===== config.mk =====
export PLATFORM = sky130hd
export DESIGN_NAME = tcw_ctrl
export DESIGN_NICKNAME = d
export VERILOG_FILES = /design/src/hdl/tcw_pkg.sv /design/src/hdl/tcw_ctrl.sv
export SDC_FILE = /design/constraint.sdc
export NUM_CORES = 1
export LEC_CHECK = 0
export ABC_AREA = 0
export ABC_CLOCK_PERIOD_IN_PS = 1900
export BUFFER_PORTS_ARGS = -buffer_cell sky130_fd_sc_hd__buf_2
export CORE_AREA = 2 2 39 41
export CTS_CLUSTER_DIAMETER = 80
export DETAILED_ROUTE_END_ITERATION = 12
export DIE_AREA = 0 0 41 43
export RECOVER_POWER = 50
export SLEW_MARGIN = 20
export SYNTH_ARGS = -nofsm -noshare
export SYNTH_HDL_FRONTEND = slang
export SYNTH_SLANG_ARGS = --single-unit

===== constraint.sdc =====
create_clock -name clk_i -period 1.9 [get_ports clk_i]
set_clock_uncertainty 0.05 [all_clocks]
set_input_delay 0.285 -clock clk_i [delete_from_list [all_inputs] [get_ports clk_i]]
set_output_delay 0.285 -clock clk_i [all_outputs]
set_load 0.1 [all_outputs]

===== src/hdl/tcw_pkg.sv =====
// tcw_pkg: sizes, codes and the controller/datapath command and status
// structs shared by the text console writer. No dependencies.
package tcw_pkg;

  localparam int unsigned COLUMNS = 80;
  localparam int unsigned ROWS    = 25;
  localparam int unsigned CELLS   = ROWS * COLUMNS;

  localparam int unsigned CELL_AW = 11;   // cell_address width
  localparam int unsigned ROW_W   = 5;
  localparam int unsigned COL_W   = 7;
  localparam int unsigned CHAR_W  = 8;
  localparam int unsigned COLOR_W = 8;
  localparam int unsigned WORD_W  = CHAR_W + COLOR_W;

  localparam logic              OP_PUT       = 1'b0;
  localparam logic              OP_READ      = 1'b1;
  localparam logic [CHAR_W-1:0] NEWLINE_CODE = 8'd10;
  localparam logic [CHAR_W-1:0] SPACE_CODE   = 8'h20;
  localparam logic [COLOR_W-1:0] RESET_COLOR = 8'd15;

  // register indexes on the configuration port
  localparam logic REG_TEXT_COLOR = 1'b0;

  typedef struct packed {
    logic load_item;     // capture the accepted request
    logic clear_en;      // one step of the clearing pass
    logic scroll_en;     // one step of the scroll copy
    logic read_en;       // read the requested cell
    logic line_break;    // cursor to the start of the next row
    logic scroll_cursor; // cursor to the start of the bottom row, flag scroll
    logic put_write;     // write the character at the cursor
    logic out_load;      // load the result register
  } tcw_cmd_t;

  typedef struct packed {
    logic is_read;
    logic is_newline;
    logic wrap_due;
    logic at_bottom;
    logic sweep_last;
    logic out_free;
  } tcw_sts_t;

endpackage


===== src/hdl/tcw_ctrl.sv =====
// tcw_ctrl: sequencer for the text console writer; drives the datapath
// through tcw_cmd_t and watches tcw_sts_t. Depends on tcw_pkg.
module tcw_ctrl (
  input  logic              clk_i,
  input  logic              rst_ni,
  input  logic              in_valid_i,
  output logic              in_ready_o,
  input  tcw_pkg::tcw_sts_t sts_i,
  output tcw_pkg::tcw_cmd_t cmd_o
);
  import tcw_pkg::*;

  localparam logic [2:0] S_INIT   = 3'd0;
  localparam logic [2:0] S_IDLE   = 3'd1;
  localparam logic [2:0] S_DECIDE = 3'd2;
  localparam logic [2:0] S_READ   = 3'd3;
  localparam logic [2:0] S_SCROLL = 3'd4;
  localparam logic [2:0] S_DRAIN  = 3'd5;
  localparam logic [2:0] S_WRITE  = 3'd6;
  localparam logic [2:0] S_DONE   = 3'd7;

  logic [2:0] state_q, state_d;

  always_ff @(posedge clk_i or negedge rst_ni) begin
    if (!rst_ni) begin
      state_q <= S_INIT;
    end else begin
      state_q <= state_d;
    end
  end

  assign in_ready_o = (state_q == S_IDLE);

  always_comb begin
    state_d = state_q;
    cmd_o   = '0;
    unique case (state_q)
      S_INIT: begin
        cmd_o.clear_en = 1'b1;
        if (sts_i.sweep_last) state_d = S_IDLE;
      end
      S_IDLE: begin
        if (in_valid_i) begin
          cmd_o.load_item = 1'b1;
          state_d         = S_DECIDE;
        end
      end
      S_DECIDE: begin
        if (sts_i.is_read) begin
          cmd_o.read_en = 1'b1;
          state_d       = S_READ;
        end else if (sts_i.is_newline || sts_i.wrap_due) begin
          if (sts_i.at_bottom) begin
            cmd_o.scroll_cursor = 1'b1;
            state_d             = S_SCROLL;
          end else begin
            cmd_o.line_break = 1'b1;
            state_d          = sts_i.is_newline ? S_DONE : S_WRITE;
          end
        end else begin
          state_d = S_WRITE;
        end
      end
      S_READ: begin
        state_d = S_DONE;
      end
      S_SCROLL: begin
        cmd_o.scroll_en = 1'b1;
        if (sts_i.sweep_last) state_d = S_DRAIN;
      end
      // last copied row word still being written back
      S_DRAIN: begin
        state_d = sts_i.is_newline ? S_DONE : S_WRITE;
      end
      S_WRITE: begin
        cmd_o.put_write = 1'b1;
        state_d         = S_DONE;
      end
      S_DONE: begin
        if (sts_i.out_free) begin
          cmd_o.out_load = 1'b1;
          state_d        = S_IDLE;
        end
      end
      default: state_d = S_INIT;
    endcase
  end

endmodule


## After elaboration in Yosys (flattened, before gate mapping)

Index checks and enable logic that the tools add are counted.

- Register bits: 3
- Output and inout port bits: 9
- Logic and storage cells: 38

- Eq/ne operators: 11
- Multiplexer cells: 22
- Reductions and logical operators: 4

Operators by type and width:

| cell | number |
|---|---|
| $pmux 3 s7 | 1 |
| $mux 3 | 6 |
| $eq 3x3->1 const B | 4 |
| $mux 1 | 11 |
| $mux 2 | 4 |
| $ne 2x2->1 const B | 4 |
| $eq 3x2->1 const B | 2 |
| $reduce_and 4->1 | 1 |
| $eq 3x1->1 const B | 1 |
| $logic_not 3->1 | 1 |
| $reduce_or 2->1 | 1 |
| $logic_or 1x1->1 | 1 |

## Depth between registers and ports, before layout

Gate-level depths: netlist (run 1).

- Word-level depth: 5
- Gate-level depth with buffers: 4
- Gate-level depth less buffers: 3

## Worst setup path after synthesis (run 1)

No wires, ideal clock.

- Path type: reg-to-output
- From: register state_q[2]
- To: output port cmd_o[7] (netlist bit)
- Data arrival time: 2.735 ns
- Data required time: 1.565 ns
- Path slack: -1.170 ns
- Stages on the path, launching flop included: 4
- Path through: dfrtp_1 buf_6 nor2_1 and2_1

RTL lines:

| element | RTL line | RTL |
|---|---|---|
| start: declaration | tcw_ctrl.sv:22 | `logic [2:0] state_q, state_d;` |
| start signal: assignment | tcw_ctrl.sv:28 | `state_q <= state_d;` |
| end: declaration | tcw_ctrl.sv:9 | `output tcw_pkg::tcw_cmd_t cmd_o` |

==> key figures, run 1 <==
Run status
  – Outcome: finished clean

Final layout
  – Biggest regs: state_q (3)
  – Most frequent cells in the layout: 10 x buf_2, 6 x buf_12, 5 x nor2_1
  – Non-Filler Instances: 67
  – Filler Cell Count: 138
  – Proportion of layout cells with a drive suffix above 1: 58.8%
  – Fin nets: 61
  – Reg area: 78.8 µm²
  – Area grow syn2layout: 83.7%
  – Biggest register: state_q
  – Most common cell after layout, fill and taps aside: buf_2
  – Diodes inserted: 0
  – Area of the multi-input gates: 195 µm²
  – Max FFs per register: 3

Place
  – IO Port Bufs: 17
  – Dpl cells: 62
  – Routability congestion estimate: 0.780
  – Placed wire-length estimate: 521 µm
  – Place WS: 0.248 ns

GRT
  – Total track usage: 10.8%
  – First-pass GRT wire length: 1280 µm
  – Largest net degree at the start of global routing: 13
  – Initial antenna violation count: 0
  – Total grt overflow: 0
  – Number of global-route vias before repair: 277

Timing
  – Final Setup Violations: 0
  – Max_slew headroom: 67.6%
  – Final worst-path cycle share: 95.5%
  – Setup TNS: 0 ns
  – Final critical-path required period: 1.82 ns
  – RSZ-0062 raised after global routing: no
  – Worst slew pin tran: 0.489 ns
  – PnR worst setup slack: 0.0849 ns
  – Slew Limit Fails: 0
  – Final Hold Fails: 0
  – FMAX: 551 MHz

Critical path
  – WS Path Type: register to output port
  – Worst-path cell chain: nor4_4 -> and3_1 -> buf_12
  – Crit path max-delay cell type: dfrtp_2
  – Worst Setup Start Kind: register
  – WP data required: 1.56 ns
  – Crit-path leading delay family: simple AND/OR/NAND/NOR gates
  – Crit-path max cell delay: 0.49 ns
  – Critical path peak fanout: 11
  – WP buf/inv: 1
  – Kind of capture point of the worst setup path: output port
  – WP data arrival: 1.48 ns

Flow run
  – Max-cap viol count: 0

Logic synthesis
  – Post-Synth Adder-Cell Area: 0%
  – Synth Area per Inst: 8.64 µm²
  – Post-Synthesis Cells: 32
  – Post-synthesis simple-gate area fraction: 45.2%
  – Synth unique cells: 20
  – Seq/Total Area, Yosys: 27.1%
  – Net Count, Synth: 41
  – Multiplexer area fraction after synthesis: 3.62%
  – Yosys reg bits: 3
  – Synth Area in XOR/XNOR: 0%
  – Yosys top cell by area: dfrtp_1
  – Post-Syn Area: 277 µm²
  – Synth top area share: 27.1%
  – Largest family of logic cells by synthesized area: simple AND/OR/NAND/NOR gates
  – Synth Area in Compound Gates: 12.7%
  – Largest cells by area after synthesis: dfrtp_1 27%, buf_6 8.1%, nor2_1 8.1%
  – Yosys warnings: 0

Detailed routing
  – Vias: 292
  – # DRC: 0
  – Post-DRT Antenna Nets: 0
  – Detailed Route WL: 687 µm
  – DRT iter0 DRCs: 2
  – Vias per Instance: 4.36
  – Router iterations before antenna repair: 2
  – WL/cell: 10.3 µm

Die
  – Chip height: 43 µm
  – Top Ports: 18
  – Die W: 41 µm
  – Cell Rows: 14
  – CORE AREA: 1380 µm²
  – Die area: 1760 µm²
  – Initial Utilization: 20.0%

Clock network
  – Root Driver: clkbuf_4
  – Post-CTS Setup Repair Bufs: 0
  – Num CTS Buffers: 3
  – CTS tree: built
  – Clock transition at path regs: 0.04 ns
  – Clock buffer depth: 2
  – Clock Latency Late Sink: 0.23 ns
  – Clock tree sinks: 3
  – Clock H-tree levels: 1

Power and ir drop
  – Pint: 0.346 mW
  – Sequential power share: 25.1%
  – Clock Power Share: 14.2%
  – Peak VDD IR: 0.788 mV
  – Logic pwr share: 60.8%
  – Pleak: 0.217 nW
  – PwrDens: 1530 nW/µm²
  – Design Power: 0.777 mW
  – Sw frac: 55.4%
  – Net Sw Power: 0.431 mW

Min path
  – Hold crit path type: primary input to register
==> repair_timing <==
| item | in CTS | in global routing |
|---|---|---|
| resized for setup | 1 | 2 |
| hold endpoints to repair | 3 | 0 |
| endpoints found under the setup margin | 2 | 4 |
| hold buffers | 1 | 0 |
==> synth_stat cells <==
| library cell | instances |
|---|---|
| and3_1 | 1 |
| nor2_1 | 6 |
| a21oi_1 | 1 |
| nand2_1 | 1 |
| and4_4 | 1 |
| dfrtp_1 | 3 |
| o21a_1 | 1 |
| buf_2 | 1 |
| and2_1 | 1 |
| nor4_4 | 1 |
| inv_1 | 1 |
| mux2i_1 | 1 |
| a31oi_1 | 1 |
| buf_6 | 2 |
| nor3b_1 | 1 |
| nor3_1 | 2 |
| o22a_1 | 1 |
| a211oi_1 | 1 |
| and3b_1 | 2 |
| nand2b_1 | 3 |
==> kinds of logic (layout without fill, tap and decap cells) <==
logic type / count (synthesis) / in the layout
AO/OA/AOI/OAI: 5 / 5
buffers and inverters: 4 / 23
flip-flops: 3 / 3
multiplexers: 1 / 1
AND/OR/NAND/NOR: 19 / 19
==> area by class of cell <==
cell class                 instances  area share [%]
tap                               16            3.94
sequential                         3            15.5
multi-input combinational         25            38.4
timing repair buffer              18            36.2
clock buffer                       4            5.17
inverter                           1           0.739
==> worst reg2reg max path, delay by kind of cell (launching register included) <==
family	cells	cell delay [ns]
flops	1	0.49
compound gates	1	0.11
simple gates	1	0.33
==> metrics by stage <==
stage	utilization, %	instance area [µm²]	hold slack (ns)
2_1_floorplan	-	302	-0.0606
3_3_place_gp	35.0	484	0.0309
3_5_place_dp	35.0	484	0.0339
4_1_cts	37.7	522	0.206
5_1_grt	36.7	508	0.216
6_report	36.7	508	0.213
==> worst paths after layout <==
check	start	endpoint	slack [ns]	cells past startpoint
hold reg to reg	state_q[0]	state_q[0]	0.62	1
setup / recovery	state_q[2]	cmd_o[2]	0.08	3
max in group asynchronous	rst_ni	state_q[2]	1.29	2
setup reg to reg	state_q[2]	state_q[1]	0.80	2
min in group asynchronous	rst_ni	state_q[1]	0.34	2
hold / removal	sts_i[2]	state_q[1]	0.21	2
==> power groups by stage <==
stage	clock [mW]	sequential [mW]	combinational, mW
6_report	0.110	0.195	0.472
2_1_floorplan	0	0.110	0.453
4_1_cts	0.116	0.191	0.501
3_3_place_gp	0	0.187	0.498
3_5_place_dp	0	0.189	0.498
5_1_grt	0.120	0.210	0.499
==> layer usage <==
metal | GRT usage [%] | routed length [µm] | part of all wire, % | vias up
li1 | - | - | - | 152
met1 | 13.6 | 285 | 41 | 130
met2 | 13.8 | 350 | 51 | 10
met3 | 6.28 | 52 | 7.6 | 0
met4 | 6.00 | 0 | 0 | 0
met5 | 0 | 0 | 0 | -
Power figures use the tool's default switching activity.
==> run 2, diff against run 1 <==
--- a/config.mk
+++ b/config.mk
@@ -12,7 +12,7 @@
 export CTS_CLUSTER_DIAMETER = 80
 export DETAILED_ROUTE_END_ITERATION = 12
 export DIE_AREA = 0 0 41 43
-export RECOVER_POWER = 50
+export RECOVER_POWER = 100
 export SLEW_MARGIN = 20
 export SYNTH_ARGS = -nofsm -noshare
 export SYNTH_HDL_FRONTEND = slang
==> key figures, run 2 (synthesis gave the netlist of run 1 again) <==
Detailed routing
  – WL/cell: 10.1 µm (-1.5%)
  – # DRC: 0 (unchanged)
  – Detailed Route WL: 677 µm (-1.5%)
  – Post-DRT Antenna Nets: 0 (unchanged)
  – DRT iter0 DRCs: 3 (+1)
  – Router iterations before antenna repair: 2 (unchanged)
  – Vias: 293 (+0.34%)
  – Vias per Instance: 4.37 (+0.34%)

Critical path
  – Kind of capture point of the worst setup path: output port
  – Critical path peak fanout: 11 (unchanged)
  – Worst Setup Start Kind: register
  – Worst-path cell chain: nor4_4 -> and3b_1 -> buf_12
  – WS Path Type: register to output port
  – Crit-path max cell delay: 0.49 ns (about the same)
  – Cells on worst reg2reg path: 2 (unchanged)
  – WP data required: 1.56 ns (about the same)
  – WP data arrival: 1.49 ns (about the same)
  – Crit path max-delay cell type: dfrtp_2

Die
  – Cell Rows: 14 (unchanged)
  – Top Ports: 18 (unchanged)
  – Die area: 1760 µm² (unchanged)
  – CORE AREA: 1380 µm² (unchanged)
  – Die W: 41 µm (unchanged)
  – Chip height: 43 µm (unchanged)
  – Initial Utilization: 20.0% (unchanged)

Power and ir drop
  – Sequential power share: 24.7% (-0.4 points)
  – Clock Power Share: 14.5% (+0.3 points)
  – Pint: 0.335 mW (-3.4%)
  – Peak VDD IR: 0.780 mV (-1.1%)
  – Logic pwr share: 60.8% (about the same)
  – Net Sw Power: 0.426 mW (-1.2%)
  – PwrDens: 1530 nW/µm² (-0.23%)
  – Sw frac: 56.0% (+0.55 points)
  – Pleak: 0.215 nW (-1.2%)

Clock network
  – Root Driver: clkbuf_4
  – Clock transition at path regs: 0.04 ns (about the same)
  – Clock Latency Late Sink: 0.23 ns (about the same)
  – CTS tree: built
  – Post-CTS Setup Repair Bufs: 0 (unchanged)
  – Num CTS Buffers: 3 (unchanged)
  – Clock buffer depth: 2 (unchanged)
  – Clock tree sinks: 3 (unchanged)
  – Clock H-tree levels: 1 (unchanged)

Final layout
  – Non-Filler Instances: 67 (unchanged)
  – Diodes inserted: 0 (unchanged)
  – Most common cell after layout, fill and taps aside: buf_2
  – Area grow syn2layout: 80.1%
  – Filler Cell Count: 138 (unchanged)
  – Fin nets: 61 (unchanged)
  – Biggest regs: state_q (3)
  – Max FFs per register: 3 (unchanged)
  – Most frequent cells in the layout: 9 x buf_2, 6 x buf_12, 5 x nor2_1
  – Biggest register: state_q
  – Proportion of layout cells with a drive suffix above 1: 51.0% (-7.8 points)

Flow run
  – Max-cap viol count: 0 (unchanged)

Min path
  – Hold crit path type: primary input to register
  – Worst Hold Depth: 2 (unchanged)

Timing
  – FMAX: 549 MHz (-0.33%)
  – Final Setup Violations: 0 (unchanged)
  – Final critical-path required period: 1.82 ns (+0.00604 ns)
  – Final worst-path cycle share: 95.9% (+0.32 points)
  – Worst slew pin tran: 0.542 ns (+0.0529 ns)
  – Final Hold Fails: 0 (unchanged)
  – Hold_ws: 0.217 ns (+0.00410 ns)
  – RSZ-0062 raised after global routing: no
  – Max_slew headroom: 64.0% (-3.6 points)
  – Slew Limit Fails: 0 (unchanged)

GRT
  – Initial antenna violation count: 0 (unchanged)
  – Total track usage: 10.8% (unchanged)
  – First-pass GRT wire length: 1280 µm (unchanged)
  – Number of global-route vias before repair: 277 (unchanged)
  – Total grt overflow: 0 (unchanged)
  – Largest net degree at the start of global routing: 13 (unchanged)

Place
  – Dpl cells: 62 (unchanged)
  – Routability congestion estimate: 0.780 (unchanged)
  – IO Port Bufs: 17 (unchanged)
  – Placed wire-length estimate: 521 µm (unchanged)

Run status
  – Outcome: finished clean
run 2: per-layer routing:
layer	vias up	routed length [µm]	track usage, %
li1	152	-	-
met1	131	287	13.6
met2	10	337	13.8
met3	0	52	6.28
met4	0	0	6.00
met5	-	0	0
run 2: final cells by class:
class | count | area [µm²] | share of cell area (%)
clock buffer | 4 | 26.3 | 5.28
inverter | 1 | 3.75 | 0.754
multi-input combinational | 25 | 186 | 37.4
sequential | 3 | 77.6 | 15.6
tap | 16 | 20.0 | 4.02
timing repair buffer | 18 | 184 | 36.9
run 2: metrics by stage:
step / total power [mW] / instance area [µm²] / worst slack (ns) / utilization, % / setup TNS (ns)
after floorplan: 0.563 / 302 / -0.206 / - / -0.677
after global placement: 0.685 / 484 / 0.245 / 35.0 / 0
after detailed placement: 0.687 / 484 / 0.248 / 35.0 / 0
after CTS: 0.808 / 522 / 0.0499 / 37.7 / 0
after global routing: 0.814 / 498 / 0.00500 / 36.0 / 0
final: 0.760 / 498 / 0.0788 / 36.0 / 0
run 2: repair_timing:
action / CTS / global route
pin swaps: 0 / 0
hold endpoints to repair: 3 / 0
gates resized for setup: 1 / 2
endpoints found under the setup margin: 2 / 4
hold buffers: 1 / 0
run 2: worst max-delay path, delay by kind of cell, from the launching register on:
family        cells  cell delay (ns)
simple gates      2             0.57
buf+inv           1             0.19
flops             1             0.49
run 2: path summary, 6_finish.rpt:
kind,endpoint,startpoint,slack (ns)
worst max-delay path,cmd_o[3],state_q[2],0.08
worst min-delay path,state_q[1],sts_i[2],0.22
worst max register to register,state_q[1],state_q[1],0.75
worst min register to register,state_q[0],state_q[0],0.61
max in group asynchronous,state_q[2],rst_ni,1.29
min in group asynchronous,state_q[1],rst_ni,0.34
run 2: power groups by stage:
stage	clock (mW)	combinational (mW)	sequential [mW]
after floorplan	0	0.453	0.110
after global placement	0	0.498	0.187
after detailed placement	0	0.498	0.189
after CTS	0.116	0.501	0.191
after global routing	0.120	0.489	0.205
final	0.110	0.462	0.188
==> run 3, diff against run 2 <==
--- a/config.mk
+++ b/config.mk
@@ -6,7 +6,7 @@
 export NUM_CORES = 1
 export LEC_CHECK = 0
 export ABC_AREA = 0
-export ABC_CLOCK_PERIOD_IN_PS = 1900
+export ABC_CLOCK_PERIOD_IN_PS = 1600
 export BUFFER_PORTS_ARGS = -buffer_cell sky130_fd_sc_hd__buf_2
 export CORE_AREA = 2 2 39 41
 export CTS_CLUSTER_DIAMETER = 80
==> constraint.sdc (replaced) <==
create_clock -name clk_i -period 1.6 [get_ports clk_i]
set_clock_uncertainty 0.05 [all_clocks]
set_input_delay 0.24 -clock clk_i [delete_from_list [all_inputs] [get_ports clk_i]]
set_output_delay 0.24 -clock clk_i [all_outputs]
set_load 0.1 [all_outputs]
==> key figures, run 3 (synthesis gave the netlist of run 1 again) <==
Run status
  – Outcome: complete, but fails checks
  – Failing checks: setup timing

Clock network
  – Clock Latency Late Sink: 0.23 ns (about the same)
  – Clock buffer depth: 2 (unchanged)
  – CTS tree: built
  – Clock H-tree levels: 1 (unchanged)
  – Clock transition at path regs: 0.03 ns (about the same)
  – Num CTS Buffers: 3 (unchanged)
  – Clock tree sinks: 3 (unchanged)
  – Root Driver: clkbuf_4

Die
  – Die area: 1760 µm² (unchanged)
  – Chip height: 43 µm (unchanged)
  – Die W: 41 µm (unchanged)
  – Cell Rows: 14 (unchanged)
  – Initial Utilization: 20.0% (unchanged)
  – Top Ports: 18 (unchanged)
  – CORE AREA: 1380 µm² (unchanged)

Critical path
  – Crit-path max cell delay: 0.39 ns (-0.10 ns)
  – Worst-path cell chain: nor4_4 -> and3b_2 -> buf_12
  – Crit path max-delay cell type: dfrtp_1
  – WP data required: 1.31 ns (-0.25 ns)
  – Worst Setup Start Kind: register
  – Critical path startpoint: state_q[2]
  – Kind of capture point of the worst setup path: output port
  – FF-to-FF Start: state_q[2]
  – WS Path Type: register to output port
  – Cells on worst reg2reg path: 4 (+2)
  – Flop2flop setup slack: 0.43 ns (-0.32 ns)
  – WP data arrival: 1.34 ns (-0.15 ns)
  – Critical path peak fanout: 3 (-8)
  – Reg-to-reg critical path endpoint: state_q[1]

Flow run
  – Max-cap viol count: 0 (unchanged)

Min path
  – Worst Hold Depth: 2 (unchanged)
  – Hold wc startpoint: sts_i[2]
  – Hold Path Sink: state_q[1]
  – Hold crit path type: primary input to register

Final layout
  – Max FFs per register: 3 (unchanged)
  – Filler Cell Count: 143 (+3.6%)
  – Fin nets: 66 (+8.2%)
  – Area grow syn2layout: 118%
  – Biggest regs: state_q (3)
  – Non-Filler Instances: 72 (+7.5%)
  – Post-route cell area: 603 µm² (+21%)
  – Biggest register: state_q
  – Most frequent cells in the layout: 7 x buf_2, 7 x buf_12, 5 x nor2_1
  – Diodes inserted: 0 (unchanged)
  – Proportion of layout cells with a drive suffix above 1: 62.5% (+12 points)

Detailed routing
  – WL/cell: 9.75 µm (-3.5%)
  – Router iterations before antenna repair: 2 (unchanged)
  – Vias per Instance: 4.29 (-1.9%)
  – DRT iter0 DRCs: 3 (unchanged)
  – # DRC: 0 (unchanged)
  – Detailed Route WL: 702 µm (+3.7%)
  – Vias: 309 (+5.5%)
  – Post-DRT Antenna Nets: 0 (unchanged)

Timing
  – Final worst-path cycle share: 102%
  – Final critical-path required period: 1.63 ns
  – Max_slew headroom: 84.7% (+21 points)
  – FMAX: 612 MHz
  – PnR worst setup slack: -0.0347 ns (-0.113 ns)
  – Final Hold Fails: 0 (unchanged)
  – Hold_ws: 0.183 ns (-0.0343 ns)
  – RSZ-0062 raised after global routing: yes
  – Slew Limit Fails: 0 (unchanged)
  – Worst slew pin tran: 0.228 ns (-0.313 ns)
  – Final Setup Violations: 2 (+2)

Place
  – IO Port Bufs: 17 (unchanged)
  – Routability congestion estimate: 0.732 (-6.1%)
  – Dpl cells: 65 (+4.8%)
  – Placed wire-length estimate: 532 µm (+2.1%)
  – Cell Area, Placed: 567 µm² (+17%)

Power and ir drop
  – Peak VDD IR: 0.737 mV (-5.4%)
  – Pleak: 0.270 nW (+26%)
  – Design Power: 1.06 mW (+39%)
  – PwrDens: 1750 nW/µm² (+15%)

GRT
  – Largest net degree at the start of global routing: 12 (-1)
  – First-pass GRT wire length: 1170 µm (-8.6%)
  – Initial antenna violation count: 0 (unchanged)
  – Total track usage: 10.1% (-0.69 points)
  – Total grt overflow: 0 (unchanged)
  – Number of global-route vias before repair: 282 (+1.8%)
[run 3: cell count changes in the layout (fill, tap and decap cells not counted), moves of 2 or more]
cell / previous run / this run
and3b_1: 2 / 0
buf_2: 9 / 7
buf_4: 0 / 4
nor3_2: 2 / 0
nor3_4: 0 / 2
and3b_2: 0 / 2
dfrtp_2: 2 / 0
buf_6: 0 / 3
dfrtp_1: 1 / 3
[run 3: area by class of cell]
cell class / count / area, µm² / share of cell area [%]
Multi-Input combinational cell: 25 / 225 / 37.3
Clock buffer: 4 / 26.3 / 4.36
Tap cell: 16 / 20.0 / 3.32
Sequential cell: 3 / 75.1 / 12.4
Timing Repair Buffer: 23 / 253 / 41.9
Inverter: 1 / 3.75 / 0.622
[run 3: worst max path at each step]
| stage | end | slack, ns | cells after the start |
|---|---|---|---|
| after floorplan | cmd_o[7] | -0.21 | 4 |
| after global placement | cmd_o[3] | 0.19 | 3 |
| after detailed placement | cmd_o[3] | 0.17 | 3 |
| after CTS | cmd_o[3] | -0.05 | 3 |
| after global routing | cmd_o[3] | -0.13 | 3 |
| final | cmd_o[3] | -0.03 | 3 |
[run 3: metrics by stage]
step / util [%] / setup TNS (ns) / setup WS [ns]
after floorplan: - / -0.361 / -0.213
after global placement: 41.0 / 0 / 0.189
after detailed placement: 41.0 / 0 / 0.165
after CTS: 44.2 / -0.0890 / -0.0473
after global routing: 43.6 / -0.319 / -0.131
final: 43.6 / -0.0648 / -0.0347
[run 3: report_power, final]
group | total [mW] | internal (mW) | leakage, nW | switching, mW
registers | 0.145 | 0.109 | 0.0306 | 0.0358
logic | 0.780 | 0.288 | 0.225 | 0.492
clock network | 0.131 | 0.0934 | 0.0150 | 0.0380
[run 3: critical path: cells and delay by family (launching register included)]
kind	cells	cell delay, ns
buffers and inverters	1	0.17
DFF	1	0.39
and+or+nand+nor	2	0.55
[run 3: timing repair]
| action | in CTS | in global routing |
|---|---|---|
| pin swaps | 2 | 1 |
| resized for setup | 1 | 1 |
| endpoints found under the setup margin | 4 | 7 |
| buffers inserted | 1 | 1 |
| endpoints found under the hold margin | 3 | 0 |
| hold buffers | 1 | 0 |
[run 3: routing by layer]
layer  share of wire (%)  up-vias  GRT usage (%)  routed length (µm)
met5                   0        -              0                   0
met4                   0        0           8.00                   0
met3                  11        0           3.66                  80
met2                  45       14           12.8                 319
met1                  43      135           13.0                 302
li1                    -      160              -                   -
